<file path="config.mk">
export PLATFORM = sky130hd
export DESIGN_NAME = ctrt_cell
export DESIGN_NICKNAME = d
export VERILOG_FILES = /design/src/rtl/ctrt_pkg.sv /design/src/rtl/ctrt_cell.sv
export SDC_FILE = /design/constraint.sdc
export NUM_CORES = 1
export LEC_CHECK = 0
export BUFFER_PORTS_ARGS = -buffer_cell sky130_fd_sc_hd__buf_2
export CORE_MARGIN = 2
export CORE_UTILIZATION = 52
export DETAILED_ROUTE_END_ITERATION = 8
export HOLD_SLACK_MARGIN = 0.03
export PLACE_DENSITY = 0.82
export SETUP_SLACK_MARGIN = 0.02
export SLEW_MARGIN = 40
export SYNTH_ARGS = -nofsm -noshare
export SYNTH_HDL_FRONTEND = slang
export SYNTH_SLANG_ARGS = --single-unit
</file>
<file path="constraint.sdc">
create_clock -name clock -period 5.7 [get_ports clock]
set_input_delay 0.855 -clock clock [delete_from_list [all_inputs] [get_ports clock]]
set_output_delay 0.855 -clock clock [all_outputs]
set_load 0.05 [all_outputs]
</file>
<file path="src/rtl/ctrt_pkg.sv">
// Shared types and constants for the chunked transfer reassembly tracker.
package ctrt_pkg;

   localparam int unsigned SLOTS_DEFAULT = 8;

   localparam logic [1:0] FUNC_BEGIN = 2'd0;
   localparam logic [1:0] FUNC_CHUNK = 2'd1;
   localparam logic [1:0] FUNC_END   = 2'd2;
   localparam logic [1:0] FUNC_TICK  = 2'd3;

   localparam logic [2:0] EV_PROGRESS  = 3'd0;
   localparam logic [2:0] EV_COMPLETE  = 3'd1;
   localparam logic [2:0] EV_TOO_LARGE = 3'd2;
   localparam logic [2:0] EV_TOO_MANY  = 3'd3;
   localparam logic [2:0] EV_NO_ROOM   = 3'd4;
   localparam logic [2:0] EV_BAD_CHUNK = 3'd5;
   localparam logic [2:0] EV_ENDED     = 3'd6;
   localparam logic [2:0] EV_STALLED   = 3'd7;

   localparam logic [1:0] CSR_MAX_TRANSFER = 2'd0;
   localparam logic [1:0] CSR_MAX_OPEN     = 2'd1;
   localparam logic [1:0] CSR_MAX_RESERVED = 2'd2;
   localparam logic [1:0] CSR_STALL_TICKS  = 2'd3;

   // Command to one slot cell for one cycle; its data fields are the same for every cell.
   typedef struct packed {
      logic        load;     // write the new transfer into this cell
      logic        drop;     // free this cell
      logic        chunk_ok; // apply an accepted chunk
      logic [15:0] tag;
      logic [31:0] size;
      logic [31:0] seq;
      logic [19:0] len;
      logic [31:0] now;
   } cell_cmd_type;

   // What one cell reports about itself.
   typedef struct packed {
      logic        valid;
      logic        hit;
      logic        stale;
      logic [15:0] tag;
      logic [31:0] size;
      logic [31:0] received;
      logic [31:0] expected_seq;
   } cell_stat_type;

endpackage

</file>
<file path="src/rtl/ctrt_cell.sv">
// One slot cell: holds a single open transfer and reports match and age.
module ctrt_cell (
   input  logic                  clock,
   input  logic                  reset,
   input  logic [15:0]           match_id,
   input  logic [31:0]           stall_ticks,
   input  ctrt_pkg::cell_cmd_type cmd,
   output ctrt_pkg::cell_stat_type stat
);

   logic        valid_ff, valid_in;
   logic [15:0] tag_ff;
   logic [31:0] size_ff, received_ff, seq_ff, last_ff;

   always_comb begin
      valid_in = valid_ff;
      if (cmd.drop) begin
         valid_in = 1'b0;
      end
      if (cmd.load) begin
         valid_in = 1'b1;
      end
   end

   always_ff @(posedge clock) begin
      if (reset) begin
         valid_ff <= 1'b0;
      end else begin
         valid_ff <= valid_in;
      end
   end

   always_ff @(posedge clock) begin
      if (cmd.load) begin
         tag_ff      <= cmd.tag;
         size_ff     <= cmd.size;
         received_ff <= '0;
         seq_ff      <= '0;
         last_ff     <= cmd.now;
      end else if (cmd.chunk_ok) begin
         received_ff <= received_ff + {12'd0, cmd.len};
         seq_ff      <= cmd.seq + 32'd1;
         last_ff     <= cmd.now;
      end
   end

   always_comb begin
      stat.valid        = valid_ff;
      stat.hit          = valid_ff && (tag_ff == match_id);
      stat.stale        = valid_ff && ((cmd.now - last_ff) > stall_ticks);
      stat.tag          = tag_ff;
      stat.size         = size_ff;
      stat.received     = received_ff;
      stat.expected_seq = seq_ff;
   end

endmodule

</file>
==> summary.txt <==
CTS
  • CTS H-tree lvls: 4
  • Cts bufs inserted: 17
  • CTS sink cnt: 145
  • CTS clock-pin slew for the worst setup and hold paths: 0.07 ns
  • CTS root buffer: clkbuf_16
  • Cts hold-fix bufs: 0
  • Clock Tree Buf Depth: 2
  • Later-pin clock latency in the skew report: 0.43 ns
  • CTS tree: built

Floorplan
  • Starting Density: 52.8%
  • Core area: 17100 sq um
  • Io pins: 300
  • Full die area: 18500 sq um
  • Die width: 136 um
  • FP Rows: 48
  • Die H: 136 um

Placement
  • PortBufs: 299
  • Placed Cells: 1468
  • GPL Wtd Cong: 0.907
  • Detailed Place HPWL: 19700 um

Timing
  • Setup-failing EPs final: 0
  • Period utilisation layout: 96.6%
  • Setup TNS: 0 ns
  • Worst hold slack: 0.486 ns
  • Hold Vio Cnt, Final: 0
  • Max Clock Freq: 182 MHz
  • Final worst path period need: 5.51 ns
  • Worst-Margin Slew: 0.768 ns
  • Slew Viols, Final: 0
  • Clock Skew: 0.0155 ns
  • Relative slew slack: 48.8%

Synth
  • Area leader, netlist: edfxtp_1
  • Synthesized area: 9040 sq um
  • Number of synthesized flops with an enable pin: 80
  • Sequential area share after synthesis: 41.0%
  • Syn Area/Cell: 9.42 sq um
  • Register bit total from synthesis: 145
  • Synth Instances: 960
  • Net Count, Synth: 1231
  • Post-synth top area share: 26.6%
  • Commonest register cell after synthesis: edfxtp_1
  • Async set-reset flop share out of synthesis: 0%
  • Ranking of synthesized cells by area: edfxtp_1, dfxtp_1, ha_1, xnor2_1, a21oi_1
  • Unique masters post-synth: 67
  • Synth warn: 0

Global route
  • Largest net degree at the start of global routing: 68
  • GRT Total Usage: 26.3%
  • First-pass GRT wire length: 38000 um
  • Grt total ovfl: 0
  • Initial antenna violation count: 0
  • Vias in the first global route: 7845

Final layout
  • Final net count: 1533
  • Fin cells: 1500
  • Antenna Cells: 0
  • Share of layout cells above drive strength 1: 28.2%
  • Final design utilization: 66.5%
  • P&R area growth vs syn: 25.9%
  • Fill count: 1417
  • Commonest non-fill, non-tap cell in the layout: buf_2
  • Most frequent cells in the layout: buf_2, inv_1, nor2_1

Drt
  • Via count: 8271
  • Post-route ant nets: 0
  • Wirelength per Cell: 16.7 um
  • Iter 0 DRT Violations: 462
  • # DRC: 0
  • Routed vias/inst: 5.51
  • Drt total wl: 25000 um
  • DR pass1 iterations: 6

Worst setup path
  • Worst setup path class: in -> out
  • CP bufs+invs: 5
  • CP max-delay cell: a2111oi_1
  • Critical-path cell list: buf_2, inv_1, ha_1, inv_1, fa_1, a21o_1, a221oi_2, o211ai_1, a2111oi_1, buf_4, o21a_1, o31ai_1, xor2_1, ha_1, nand2_1, nor2_1, a2111oi_2, o21ai_1, o221ai_1, a21oi_1, buf_2
  • Worst-path maximum fanout: 2
  • Critical path's top delay family: compound AO/OA/AOI/OAI gates
  • Endpoint type of the worst setup path: output port
  • Critical Path RT: 4.85 ns
  • Nature of the critical path startpoint: input port
  • Max incr delay on CP: 0.41 ns
  • Worst Path Arrival: 4.65 ns

Min path
  • Tightest Hold Check Type: reg -> reg

Flow run
  • Max-Cap Viols: 0

Power and ir drop
  • Leak: 5.26 nW
  • Worst vdd ir: 0.000214 V
  • Pwr Density: 313 nW/um^2

Status
  • Status: completed
[logic make-up after synthesis]
group	count (synthesis)	share of synthesized area, %
simple gates	268	13.8
compound gates	249	18.6
flops	145	41.0
buf+inv	117	5.18
fa+ha+maj	86	12.1
xor+xnor	85	8.24
mux	10	1.14
[worst min-delay path, delay by kind of cell, from the launching register on]
family | cells | cell delay (ns)
simple gates | 1 | 0.08
flops | 1 | 0.31
compound gates | 1 | 0.05
[synth_stat cells, types with 25 or more instances]
cell	number
xor2_1	35
o21ai_0	41
a21oi_1	71
xnor2_1	50
ha_1	84
inv_1	94
nand2_1	66
nor2_1	89
a211oi_1	37
edfxtp_1	80
dfxtp_1	65
nand3_1	25
[layout make-up]
cell class                 instances  area [sq um]  area share (%)
tap                              225           282            2.47
clock buffer                      17           425            3.74
clock inverter                    15           183            1.61
timing repair buffer             306          1550            13.6
inverter                          94           353            3.10
multi-input combinational        698          4880            42.9
sequential                       145          3700            32.5
[per-stage QoR]
| step | setup slack (ns) | power (mW) | cell area, sq um |
|---|---|---|---|
| finish | 0.194 | 3.56 | 11400 |
| global route | -0.0145 | 3.74 | 11400 |
| CTS | 0.159 | 3.57 | 11400 |
| detailed placement | 0.167 | 2.43 | 10800 |
| global placement | 0.301 | 2.40 | 10800 |
| floorplan | 0.386 | 2.12 | 9040 |
[timing repair]
action	4_1_cts	5_1_grt
resized for setup	0	5
buffers inserted	0	0
endpoints found under the setup margin	0	1
[sequential cells by signal, indices dropped and copies added, names as in the netlist]
register and flops:
size_ff 32, last_ff 32, seq_ff 32, received_ff 32
valid_ff 1, tag_ff 16
[path summary, 6_finish.rpt]
path | from | end | slack (ns) | cells after the start
worst max-delay path | cmd[0] | stat[112] | 0.19 | 21
worst min-delay path | seq_ff[24] | seq_ff[24] | 0.49 | 2
worst max register to register | received_ff[0] | received_ff[28] | 2.62 | 10
worst min register to register | seq_ff[24] | seq_ff[24] | 0.49 | 2
[metal layers]
| metal | vias to the layer above | wire, um | global-route usage [%] |
|---|---|---|---|
| met1 | 3821 | 10400 | 32.5 |
| li1 | 4085 | - | - |
| met4 | 0 | 626 | 8.85 |
| met2 | 314 | 11900 | 43.5 |
| met3 | 51 | 2060 | 8.46 |
| met5 | - | 0 | 0 |
[where the power goes]
part	leakage, nW	switching, mW	internal, mW
logic	3.64	0.762	0.424
registers	1.33	0.0493	1.20
clock network	0.294	0.535	0.597
Power figures use the tool's default switching activity.
